## src/hdl/i2cm_pkg.sv

```systemverilog
// ----------------------------------------------------------------------------
// I2C master transaction engine package
// Shared types, sequencer phase codes and register indexes.
// ----------------------------------------------------------------------------
package i2cm_pkg;

    // configuration register indexes
    localparam logic CFG_PHASE_TICKS = 1'b0;
    localparam logic CFG_ACK_SAMPLES = 1'b1;

    localparam logic [7:0] PHASE_TICKS_RESET = 8'd5;
    localparam logic [7:0] ACK_SAMPLES_RESET = 8'd8;

    // status codes
    localparam logic [1:0] STATUS_OK        = 2'd0;
    localparam logic [1:0] STATUS_ADDR_NACK = 2'd1;
    localparam logic [1:0] STATUS_DATA_NACK = 2'd2;

    typedef enum logic [4:0] {
        PH_IDLE      = 5'd0,
        PH_START_HI  = 5'd1,
        PH_START_LO  = 5'd2,
        PH_BIT_SET   = 5'd3,
        PH_BIT_HIGH  = 5'd4,
        PH_BIT_HOLD  = 5'd5,
        PH_ACK_PRE   = 5'd6,
        PH_ACK_SMP   = 5'd7,
        PH_ACK_HIGH  = 5'd8,
        PH_ACK_LOW   = 5'd9,
        PH_RX_LOW    = 5'd10,
        PH_RX_HIGH   = 5'd11,
        PH_MACK_LOW  = 5'd12,
        PH_MACK_HIGH = 5'd13,
        PH_STOP_A    = 5'd14,
        PH_STOP_B    = 5'd15,
        PH_STOP_C    = 5'd16
    } phase_t;

    typedef struct packed {
        logic       command;
        logic [7:0] address_byte;
        logic       read_mode;
        logic [7:0] byte_count;
        logic       sda_in;
        logic [7:0] tx_data;
    } in_item_t;

    typedef struct packed {
        logic       scl_out;
        logic       sda_out;
        logic       busy_res;
        logic       tx_taken;
        logic       rx_valid;
        logic [7:0] rx_data;
        logic       done_res;
        logic [1:0] status;
    } out_item_t;

endpackage

```

## src/hdl/i2cm_core.sv

```systemverilog
// ----------------------------------------------------------------------------
// I2C master bus sequencer
// Holds the bus phase state and advances it by one step per accepted item.
// ----------------------------------------------------------------------------
module i2cm_core (
    input  logic                clk,
    input  logic                rst_n,
    input  logic                step_en,
    input  i2cm_pkg::in_item_t  item,
    input  logic [7:0]          phase_ticks,
    input  logic [7:0]          ack_samples,
    output i2cm_pkg::out_item_t result
);
    import i2cm_pkg::*;

    phase_t     phase_reg, phase_next;
    logic [7:0] tick_count_reg, tick_count_next;
    logic [2:0] bit_index_reg, bit_index_next;
    logic [7:0] shift_data_reg, shift_data_next;
    logic [7:0] bytes_left_reg, bytes_left_next;
    logic [7:0] sample_count_reg, sample_count_next;
    logic       ack_seen_reg, ack_seen_next;
    logic       is_read_reg, is_read_next;
    logic [1:0] result_code_reg, result_code_next;
    logic       addr_stage_reg, addr_stage_next;

    always_ff @(posedge clk or negedge rst_n)
    begin
        if (!rst_n)
        begin
            phase_reg        <= PH_IDLE;
            tick_count_reg   <= '0;
            bit_index_reg    <= '0;
            shift_data_reg   <= '0;
            bytes_left_reg   <= '0;
            sample_count_reg <= '0;
            ack_seen_reg     <= 1'b0;
            is_read_reg      <= 1'b0;
            result_code_reg  <= STATUS_OK;
            addr_stage_reg   <= 1'b0;
        end
        else if (step_en)
        begin
            phase_reg        <= phase_next;
            tick_count_reg   <= tick_count_next;
            bit_index_reg    <= bit_index_next;
            shift_data_reg   <= shift_data_next;
            bytes_left_reg   <= bytes_left_next;
            sample_count_reg <= sample_count_next;
            ack_seen_reg     <= ack_seen_next;
            is_read_reg      <= is_read_next;
            result_code_reg  <= result_code_next;
            addr_stage_reg   <= addr_stage_next;
        end
    end

    always_comb
    begin
        logic [7:0] tick_inc;
        logic [7:0] sample_inc;
        logic [7:0] left_dec;
        logic       cur_bit;
        logic       last_byte;

        tick_inc   = tick_count_reg + 8'd1;
        sample_inc = sample_count_reg + 8'd1;

        phase_next        = phase_reg;
        tick_count_next   = tick_count_reg;
        bit_index_next    = bit_index_reg;
        shift_data_next   = shift_data_reg;
        bytes_left_next   = bytes_left_reg;
        sample_count_next = sample_count_reg;
        ack_seen_next     = ack_seen_reg;
        is_read_next      = is_read_reg;
        result_code_next  = result_code_reg;
        addr_stage_next   = addr_stage_reg;

        result          = '0;
        result.rx_data  = 8'd0;
        left_dec        = bytes_left_reg;

        if (phase_reg == PH_IDLE)
        begin
            if (item.command)
            begin
                is_read_next      = item.read_mode;
                bytes_left_next   = item.byte_count;
                shift_data_next   = {item.address_byte[7:1], item.read_mode};
                bit_index_next    = 3'd0;
                result_code_next  = STATUS_OK;
                addr_stage_next   = 1'b1;
                ack_seen_next     = 1'b0;
                sample_count_next = 8'd0;
                phase_next        = PH_START_HI;
                tick_count_next   = 8'd0;
            end
        end
        else if (phase_reg == PH_ACK_SMP)
        begin
            if (!item.sda_in)
            begin
                ack_seen_next   = 1'b1;
                phase_next      = PH_ACK_HIGH;
                tick_count_next = 8'd0;
            end
            else
            begin
                sample_count_next = sample_inc;
                if (sample_inc >= ack_samples)
                begin
                    ack_seen_next   = 1'b0;
                    phase_next      = PH_ACK_HIGH;
                    tick_count_next = 8'd0;
                end
            end
        end
        else
        begin
            tick_count_next = tick_inc;
            if (tick_inc >= phase_ticks)
            begin
                tick_count_next = 8'd0;
                unique case (phase_reg)
                    PH_START_HI: phase_next = PH_START_LO;
                    PH_START_LO:
                    begin
                        bit_index_next = 3'd0;
                        phase_next     = PH_BIT_SET;
                    end
                    PH_BIT_SET:  phase_next = PH_BIT_HIGH;
                    PH_BIT_HIGH: phase_next = PH_BIT_HOLD;
                    PH_BIT_HOLD:
                    begin
                        if (bit_index_reg == 3'd7)
                            phase_next = PH_ACK_PRE;
                        else
                        begin
                            bit_index_next = bit_index_reg + 3'd1;
                            phase_next     = PH_BIT_SET;
                        end
                    end
                    PH_ACK_PRE:
                    begin
                        sample_count_next = 8'd0;
                        ack_seen_next     = 1'b0;
                        phase_next        = PH_ACK_SMP;
                    end
                    PH_ACK_HIGH: phase_next = PH_ACK_LOW;
                    PH_ACK_LOW:
                    begin
                        if (!ack_seen_reg)
                        begin
                            result_code_next = addr_stage_reg ? STATUS_ADDR_NACK
                                                              : STATUS_DATA_NACK;
                            phase_next = PH_STOP_A;
                        end
                        else
                        begin
                            // the address acknowledge does not consume a data byte
                            if (addr_stage_reg)
                                addr_stage_next = 1'b0;
                            else if (bytes_left_reg != 8'd0)
                                left_dec = bytes_left_reg - 8'd1;
                            bytes_left_next = left_dec;
                            if (left_dec == 8'd0)
                                phase_next = PH_STOP_A;
                            else if (is_read_reg)
                            begin
                                bit_index_next  = 3'd0;
                                shift_data_next = 8'd0;
                                phase_next      = PH_RX_LOW;
                            end
                            else
                            begin
                                shift_data_next = item.tx_data;
                                result.tx_taken = 1'b1;
                                bit_index_next  = 3'd0;
                                phase_next      = PH_BIT_SET;
                            end
                        end
                    end
                    PH_RX_LOW: phase_next = PH_RX_HIGH;
                    PH_RX_HIGH:
                    begin
                        shift_data_next = {shift_data_reg[6:0], item.sda_in};
                        if (bit_index_reg == 3'd7)
                        begin
                            result.rx_valid = 1'b1;
                            result.rx_data  = shift_data_next;
                            phase_next      = PH_MACK_LOW;
                        end
                        else
                        begin
                            bit_index_next = bit_index_reg + 3'd1;
                            phase_next     = PH_RX_LOW;
                        end
                    end
                    PH_MACK_LOW: phase_next = PH_MACK_HIGH;
                    PH_MACK_HIGH:
                    begin
                        if (bytes_left_reg != 8'd0)
                            left_dec = bytes_left_reg - 8'd1;
                        bytes_left_next = left_dec;
                        if (left_dec != 8'd0)
                        begin
                            bit_index_next  = 3'd0;
                            shift_data_next = 8'd0;
                            phase_next      = PH_RX_LOW;
                        end
                        else
                            phase_next = PH_STOP_A;
                    end
                    PH_STOP_A: phase_next = PH_STOP_B;
                    PH_STOP_B: phase_next = PH_STOP_C;
                    PH_STOP_C:
                    begin
                        result.done_res = 1'b1;
                        result.status   = result_code_reg;
                        phase_next      = PH_IDLE;
                    end
                    default:
                    begin
                        // unknown phase code: drop back to the reset state
                        phase_next        = PH_IDLE;
                        bit_index_next    = 3'd0;
                        shift_data_next   = 8'd0;
                        bytes_left_next   = 8'd0;
                        sample_count_next = 8'd0;
                        ack_seen_next     = 1'b0;
                        is_read_next      = 1'b0;
                        result_code_next  = STATUS_OK;
                        addr_stage_next   = 1'b0;
                    end
                endcase
            end
        end

        // line drive follows the phase entered on this step
        cur_bit   = shift_data_next[~bit_index_next];
        last_byte = (bytes_left_next == 8'd1);
        result.scl_out = 1'b1;
        result.sda_out = 1'b1;
        unique case (phase_next)
            PH_START_LO: result.sda_out = 1'b0;
            PH_BIT_SET, PH_BIT_HOLD:
            begin
                result.scl_out = 1'b0;
                result.sda_out = cur_bit;
            end
            PH_BIT_HIGH: result.sda_out = cur_bit;
            PH_ACK_PRE, PH_ACK_LOW, PH_RX_LOW: result.scl_out = 1'b0;
            PH_MACK_LOW:
            begin
                result.scl_out = 1'b0;
                result.sda_out = last_byte;
            end
            PH_MACK_HIGH: result.sda_out = last_byte;
            PH_STOP_A:
            begin
                result.scl_out = 1'b0;
                result.sda_out = 1'b0;
            end
            PH_STOP_B: result.sda_out = 1'b0;
            default: ;
        endcase
        result.busy_res = (phase_next != PH_IDLE);
    end

endmodule

```

## src/hdl/i2c_master_transaction_engine.sv

```systemverilog
// ----------------------------------------------------------------------------
// I2C master transaction engine
// Runs one whole I2C transaction (start, address, data, stop) per begin.
// ----------------------------------------------------------------------------
// Usage:
//   in_valid/in_ready carry one item per transfer: a begin command or a
//   time tick with the sampled SDA level and the next write byte.
//   out_valid/out_ready return exactly one result per item: the SCL/SDA
//   drive, busy, tx_taken, a received byte and the done status.
//   An item is registered on acceptance and its result is registered when
//   the output register is empty or being read, and out_valid rises with it.
//   One item is accepted every cycle while the output drains;
//   the bus sequencer step is the combinational path between the two
//   registers.
//   When the receiver stalls, the result register holds and the input
//   register absorbs one more item, then in_ready drops.
//   Reset clears both pipeline valid flags, returns the sequencer to idle
//   with both lines released and loads phase_ticks 5, ack_samples 8.
//   cfg_we writes one register at cfg_index; write only while idle.
// ----------------------------------------------------------------------------
module i2c_master_transaction_engine (
    input  logic                clk,
    input  logic                rst_n,
    input  logic                in_valid,
    output logic                in_ready,
    input  i2cm_pkg::in_item_t  in_data,
    output logic                out_valid,
    input  logic                out_ready,
    output i2cm_pkg::out_item_t out_data,
    input  logic                cfg_we,
    input  logic                cfg_index,
    input  logic [7:0]          cfg_wdata
);
    import i2cm_pkg::*;

    logic [7:0] phase_ticks_val_reg;
    logic [7:0] ack_samples_val_reg;
    logic [7:0] phase_ticks_eff;
    logic [7:0] ack_samples_eff;

    logic       s1_valid_reg;
    in_item_t   s1_item_reg;
    logic       out_valid_reg;
    out_item_t  out_item_reg;
    out_item_t  step_result;
    logic       advance;

    always_ff @(posedge clk or negedge rst_n)
    begin
        if (!rst_n)
        begin
            phase_ticks_val_reg <= PHASE_TICKS_RESET;
            ack_samples_val_reg <= ACK_SAMPLES_RESET;
        end
        else if (cfg_we)
        begin
            unique case (cfg_index)
                CFG_PHASE_TICKS: phase_ticks_val_reg <= cfg_wdata;
                CFG_ACK_SAMPLES: ack_samples_val_reg <= cfg_wdata;
            endcase
        end
    end

    // a zero setting behaves as one
    assign phase_ticks_eff = (phase_ticks_val_reg == 8'd0) ? 8'd1 : phase_ticks_val_reg;
    assign ack_samples_eff = (ack_samples_val_reg == 8'd0) ? 8'd1 : ack_samples_val_reg;

    assign advance  = s1_valid_reg && (!out_valid_reg || out_ready);
    assign in_ready = !s1_valid_reg || advance;

    always_ff @(posedge clk or negedge rst_n)
    begin
        if (!rst_n)
        begin
            s1_valid_reg  <= 1'b0;
            out_valid_reg <= 1'b0;
        end
        else
        begin
            if (in_ready)
                s1_valid_reg <= in_valid;
            if (advance)
                out_valid_reg <= 1'b1;
            else if (out_ready)
                out_valid_reg <= 1'b0;
        end
    end

    always_ff @(posedge clk)
    begin
        if (in_ready && in_valid)
            s1_item_reg <= in_data;
        if (advance)
            out_item_reg <= step_result;
    end

    i2cm_core u_core (
        .clk         (clk),
        .rst_n       (rst_n),
        .step_en     (advance),
        .item        (s1_item_reg),
        .phase_ticks (phase_ticks_eff),
        .ack_samples (ack_samples_eff),
        .result      (step_result)
    );

    assign out_valid = out_valid_reg;
    assign out_data  = out_item_reg;

endmodule

```

## config.mk

```make
export PLATFORM = sky130hd
export DESIGN_NAME = i2c_master_transaction_engine
export DESIGN_NICKNAME = d
export VERILOG_FILES = /design/src/hdl/i2cm_pkg.sv /design/src/hdl/i2cm_core.sv /design/src/hdl/i2c_master_transaction_engine.sv
export SDC_FILE = /design/constraint.sdc
export NUM_CORES = 1
export LEC_CHECK = 0
export ABC_AREA = 1
export BUFFER_PORTS_ARGS = -buffer_cell sky130_fd_sc_hd__buf_2
export CAP_MARGIN = 20
export CORE_MARGIN = 3
export CORE_UTILIZATION = 30
export DETAILED_ROUTE_END_ITERATION = 6
export PLACE_DENSITY = 0.55
export SLEW_MARGIN = 10
export SYNTH_ARGS = -nofsm -noshare
export SYNTH_HDL_FRONTEND = slang
export SYNTH_SLANG_ARGS = --single-unit
```

## constraint.sdc

```tcl
create_clock -name clk -period 4.2 [get_ports clk]
set_clock_uncertainty 0.1 [all_clocks]
set_input_delay 0.84 -clock clk [delete_from_list [all_inputs] [get_ports clk]]
set_output_delay 0.84 -clock clk [all_outputs]
set_load 0.02 [all_outputs]
```

==> After elaboration in Yosys (flattened, before gate mapping) <==
Cells that the tools add are included.
{ "classes": {"order_cmp": 3, "reduce_logical": 40, "n_mux": 95, "n_bitwise": 8, "addsub": 4, "n_eq_ne": 38} }
{ "op_table": {"columns": ["operator", "count"], "rows": [
  ["8-bit 2-to-1 mux", 37],
  ["5-bit by 4-bit == test with 1-bit output (second input constant)", 14],
  ["5-bit one-hot mux with 14 select lines", 1],
  ["5-bit 2-to-1 mux", 8],
  ["3-bit 2-to-1 mux", 12],
  ["5-bit by 3-bit == test with 1-bit output (second input constant)", 7],
  ["8-bit one-hot mux with 4 select lines", 1],
  ["14-bit OR reduction", 2],
  ["8-bit logical NOT", 3],
  ["8-bit one-hot mux with 3 select lines", 1],
  ["1-bit 2-to-1 mux", 22],
  ["5-bit by 2-bit == test with 1-bit output (second input constant)", 4],
  ["8-bit by 1-bit adder with 8-bit output (second input constant)", 2],
  ["8-bit >= comparator", 2],
  ["8-bit nonzero test", 2],
  ["5-bit AND reduction", 3],
  ["15-bit OR reduction", 1],
  ["13-bit OR reduction", 1],
  ["2-bit 2-to-1 mux", 6],
  ["3-bit one-hot mux with 4 select lines", 1],
  ["6-bit AND reduction", 2],
  ["12-bit OR reduction", 1],
  ["10-bit OR reduction", 1],
  ["9-bit 2-to-1 mux", 1],
  ["35 further kinds", 53]
]} }
{ "totals": {"wordCells": 216, "regBits": 106, "output_inout_bits": 18, "in_bits": 41} }

==> Logic depth before layout (Yosys ltp) <==
{ "depth": {"depth_word": 19, "depth_mapped": 27, "mapped_depth_nobuf": 27} }

==> Cells and area by module <==
Synthesis repeated with hierarchy kept, for this count alone.
{ "hier_totals": {"cells_unflattened": 866, "hier_area_um2": 6643.9} }
{ "modules_own_cells": {"columns": ["module", "seq_area_each_um2", "cells_each", "area_per_inst_um2", "instances"], "rows": [
  ["i2cm_core", 1126.1, 721, 4538.1, 1],
  ["i2c_master_transaction_engine", 1745.4, 145, 2105.8, 1]
]} }

==> Worst setup path before layout <==
OpenSTA, ideal clock, no wires.
{ "synth_timing": {"kind": "flip-flop to flip-flop", "start": "reg u_core.sample_count_reg[2]", "end": "reg out_item_reg (netlist bit out_data[14]) (data pin)", "stages_incl_launch_ff": 24, "synth_period_minus_slack_ns": 3.202, "path_slack_ns": 0.998, "setup_time_ns": 0.253, "t_required_ns": 3.847, "n_path_buf": 0, "arrival_ns": 2.849, "path_cell_list": "dfrtp_1 inv_1 nor3_1 nand3_1 nor3_1 xor2_1 inv_1 ha_1 nand2_1 nor2_1 nand2_1 o211ai_1 a21oi_1 nand2_1 nand2_1 nand2_1 o21ai_2 inv_2 nor2_2 nand2_1 nand3_2 nor2_1 nor2_1 nand2_1"} }
{ "synth_lines": {"columns": ["element", "line", "source"], "rows": [
  ["from (decl)", "i2cm_core.sv:21", "logic [7:0] sample_count_reg, sample_count_next;"],
  ["from (signal assigned)", "i2cm_core.sv:49", "sample_count_reg <= sample_count_next;"],
  ["to (signal assigned)", "i2c_master_transaction_engine.sv:94", "out_item_reg <= step_result;"],
  ["to (decl)", "i2c_master_transaction_engine.sv:44", "out_item_t out_item_reg;"]
]} }

==> summary.md <==
| Metric | Value |
|---|---|
| Status | finished, final reports clean |
| Slowest CP cell | dfrtp_1 |
| Flop pwr share | 0.321 |
| R2R cell count | 22 |
| CP Capture Type | flip-flop |
| Psw | 2290 µW |
| Port Buf Inserts | 57 |
| MaxCap Viol Count | 0 |
| Initial Util | 0.309 |
| Syn avg cell area | 7.75 µm² |
| Max Clk Rate | 276 MHz |
| WL met1 | 8240 µm |
| Gr ovfl total | 0 |
| RSZ-0062 raised after global routing | no |
| Synth-to-layout area growth | 14.0% |
| # nets final | 964 |
| # H-tree levels | 3 |
| Clock power frac | 0.175 |
| Post-DRT Antenna Nets | 0 |
| I/O Pins | 59 |
| Initial DRT Pass Iterations | 6 |
| Power Total | 4870 µW |
| Crit Path Class | flip-flop to flip-flop |
| Resized cells post-CTS | 0 |
| Worst endpoint data arrival time | 3630 ps |
| Final core occ | 0.352 |
| Crit path cell chain | nand2_1, inv_1, nand4_1, nor2_1, nand2_1, xor2_1, inv_1, ha_1, a21oi_1, o21a_1, nand3_1, nand2_2, buf_4, inv_1, nand2_1, o22ai_1, nor2_1, nand3_1, nand3_2, nor2_1, nor2_1, nand2_1 |
| Synth Net Count | 909 |
| Largest register FFs | 26 |
| Row cnt | 53 |
| Crit path max-delay family | simple AND/OR/NAND/NOR gates |
| Mapped Area | 0.00657 mm² |
| Synth cell types | 47 |
| GPL Wtd Cong | 0.907 |
| Drt wl/cell | 14.1 µm |
| Max-slew headroom | 0.512 |
| Worst Path Buf+Inv | 4 |
| Final WL | 16600 µm |
| Reg-to-reg startpoint | u_core.tick_count_reg[2]$_DFFE_PN0P_ |
| Die height | 154 µm |
| Largest fanout on the critical path | 11 |
| Layout cells sized above 1 | 0.161 |
| Root Driver | clkbuf_16 |
| Cell Int Power | 2570 µW |
| WP data required | 4210 ps |
| Non-filler cells, final | 1183 |
| Vias | 5650 |
| Met2 wire len | 7580 µm |
| Clock Latency Late Sink | 360 ps |
| Worst Tran Pin Value | 732 ps |
| Sequential share of the synthesized area | 0.432 |
| Drt drc | 0 |
| # diodes | 0 |
| Syn. warnings | 0 |
| RR Endpoint | out_data[14]$_DFFE_PP_ |
| Yosys reg bits | 105 |
| Top_reg_cell synth | dfrtp_1 |
| Slew Limit Fails | 0 |
| Hold bufs inserted after CTS | 0 |
| Top layer in use | met4 |
| Post-synth EDFFs | 42 |
| Worst IR drop on VDD | 0.302 mV |
| HPWL Detailed | 12200 µm |
| Pwr Density | 649 mW/mm² |
| Critical path startpoint category | flip-flop |
| Worst Setup SP | u_core.tick_count_reg[2]$_DFFE_PN0P_ |
| Reg-to-reg setup timing slack | 580 ps |
| Gr usage total | 0.141 |
| Clock transition at the registers of the reported paths | 80 ps |
| Worst hold path class | primary input to asynchronous set/reset pin |
| CTS buffer count | 9 |
| CTS Sinks | 105 |
| Setup TNS | 0 ps |
| Global-route wire length before repair | 27200 µm |
| Final setup fails | 0 |
| Lkg Pwr | 0.00347 µW |
| Metal3 WL | 573 µm |
| Gate power share | 0.504 |
| Setup Buffers After CTS | 0 |
| Core Area | 0.0213 mm² |
| Post-Synthesis Cells | 848 |
| Placed Cells | 1166 |
| Vias in the first global route | 5290 |
| Largest net degree at the start of global routing | 42 |
| Die area | 0.0237 mm² |
| Final critical-path share of the clock period | 0.862 |
| Initial antenna violation count | 0 |
| CTS tree | done |
| Die width | 154 µm |
| Slowest stage delay, CP | 410 ps |
| Via/cell ratio | 4.78 |
| Fin crit period | 3620 ps |
| Fin. Hold Viols | 0 |
| Worst-case clock buffer depth | 2 |
| Iteration-0 DRC Markers | 508 |
| Switching share of power | 0.471 |
| Post-synth ARST share | 0.600 |
## area by class of cell
cell class              instances  area (µm²)
inverters                     116         435
clock buffers                  11         258
fillers                      2227       13800
flip-flops and latches        105        2840
well taps                     275         344
clock inverters                 5        43.8
multi-input cells             602        3180
repair buffers                 69         395
## per-layer routing
metal	global-route usage	vias up
met5	0	-
met4	0.0374	0
met3	0.0220	15
met2	0.226	113
met1	0.200	2593
li1	-	2929
## cell usage in the layout (no fill, tap or decap), drive strengths merged, types with 3 or more instances in the layout
master,n
nand2,226
inv,119
o21ai,108
nor2,73
buf,69
nand3,65
dfrtp,60
edfxtp,42
a21oi,41
ha,20
xor2,12
clkbuf,11
o211ai,10
nor3,9
nand4,9
o22ai,8
nor4,3
dfstp,3
a31oi,3
## cells by family after synthesis
group,count (synthesis),synth area share
xor+xnor,12,0.0160
compound gates,181,0.154
simple gates,388,0.274
mux,1,0.00152
fa+ha+maj,20,0.0381
buf+inv,141,0.0841
flops,105,0.432
## cell usage after synthesis, drive strengths merged (2+ instances only)
library cell	count	area share
o22ai	8	0.0076
o221ai	2	0.0027
nand2	226	0.14
edfxtp	42	0.19
nor4	3	0.0029
o21ai	108	0.083
clkbuf	15	0.0086
dfrtp	60	0.23
buf	10	0.0093
nand3	65	0.056
nor3	9	0.0076
a211oi	2	0.0023
dfstp	3	0.012
ha	20	0.038
inv	116	0.066
a31oi	3	0.0051
o211ai	10	0.014
a41o	2	0.0030
and2	2	0.0019
nand4	9	0.010
a21oi	41	0.031
nor2	73	0.051
xor2	12	0.016
## worst max-delay path by stage
| stage | endpoint | cells past startpoint |
|---|---|---|
| after floorplan | out_data[14]$_DFFE_PP_ | 23 |
| after global placement | out_data[14]$_DFFE_PP_ | 23 |
| after detailed placement | out_data[14]$_DFFE_PP_ | 23 |
| after CTS | out_data[14]$_DFFE_PP_ | 23 |
| after global routing | out_data[14]$_DFFE_PP_ | 23 |
| final | out_data[14]$_DFFE_PP_ | 22 |
## stage by stage
| step | area [µm²] | hold slack (ps) | worst slack (ps) |
|---|---|---|---|
| global placement | 7170 | 369 | 576 |
| detailed placement | 7170 | 380 | 585 |
| floorplan | 6570 | 353 | 998 |
| finish | 7500 | 374 | 581 |
| global route | 7500 | 421 | 84.9 |
| CTS | 7470 | 398 | 564 |
## power groups by stage
stage	Clock, µW	Combinational (µW)	Sequential (µW)
floorplan	0	1840	1520
global placement	0	2430	1590
detailed placement	0	2440	1580
CTS	878	2450	1560
global route	918	2790	1600
finish	852	2450	1560
Note: power is estimated with default switching activity, not from simulation.
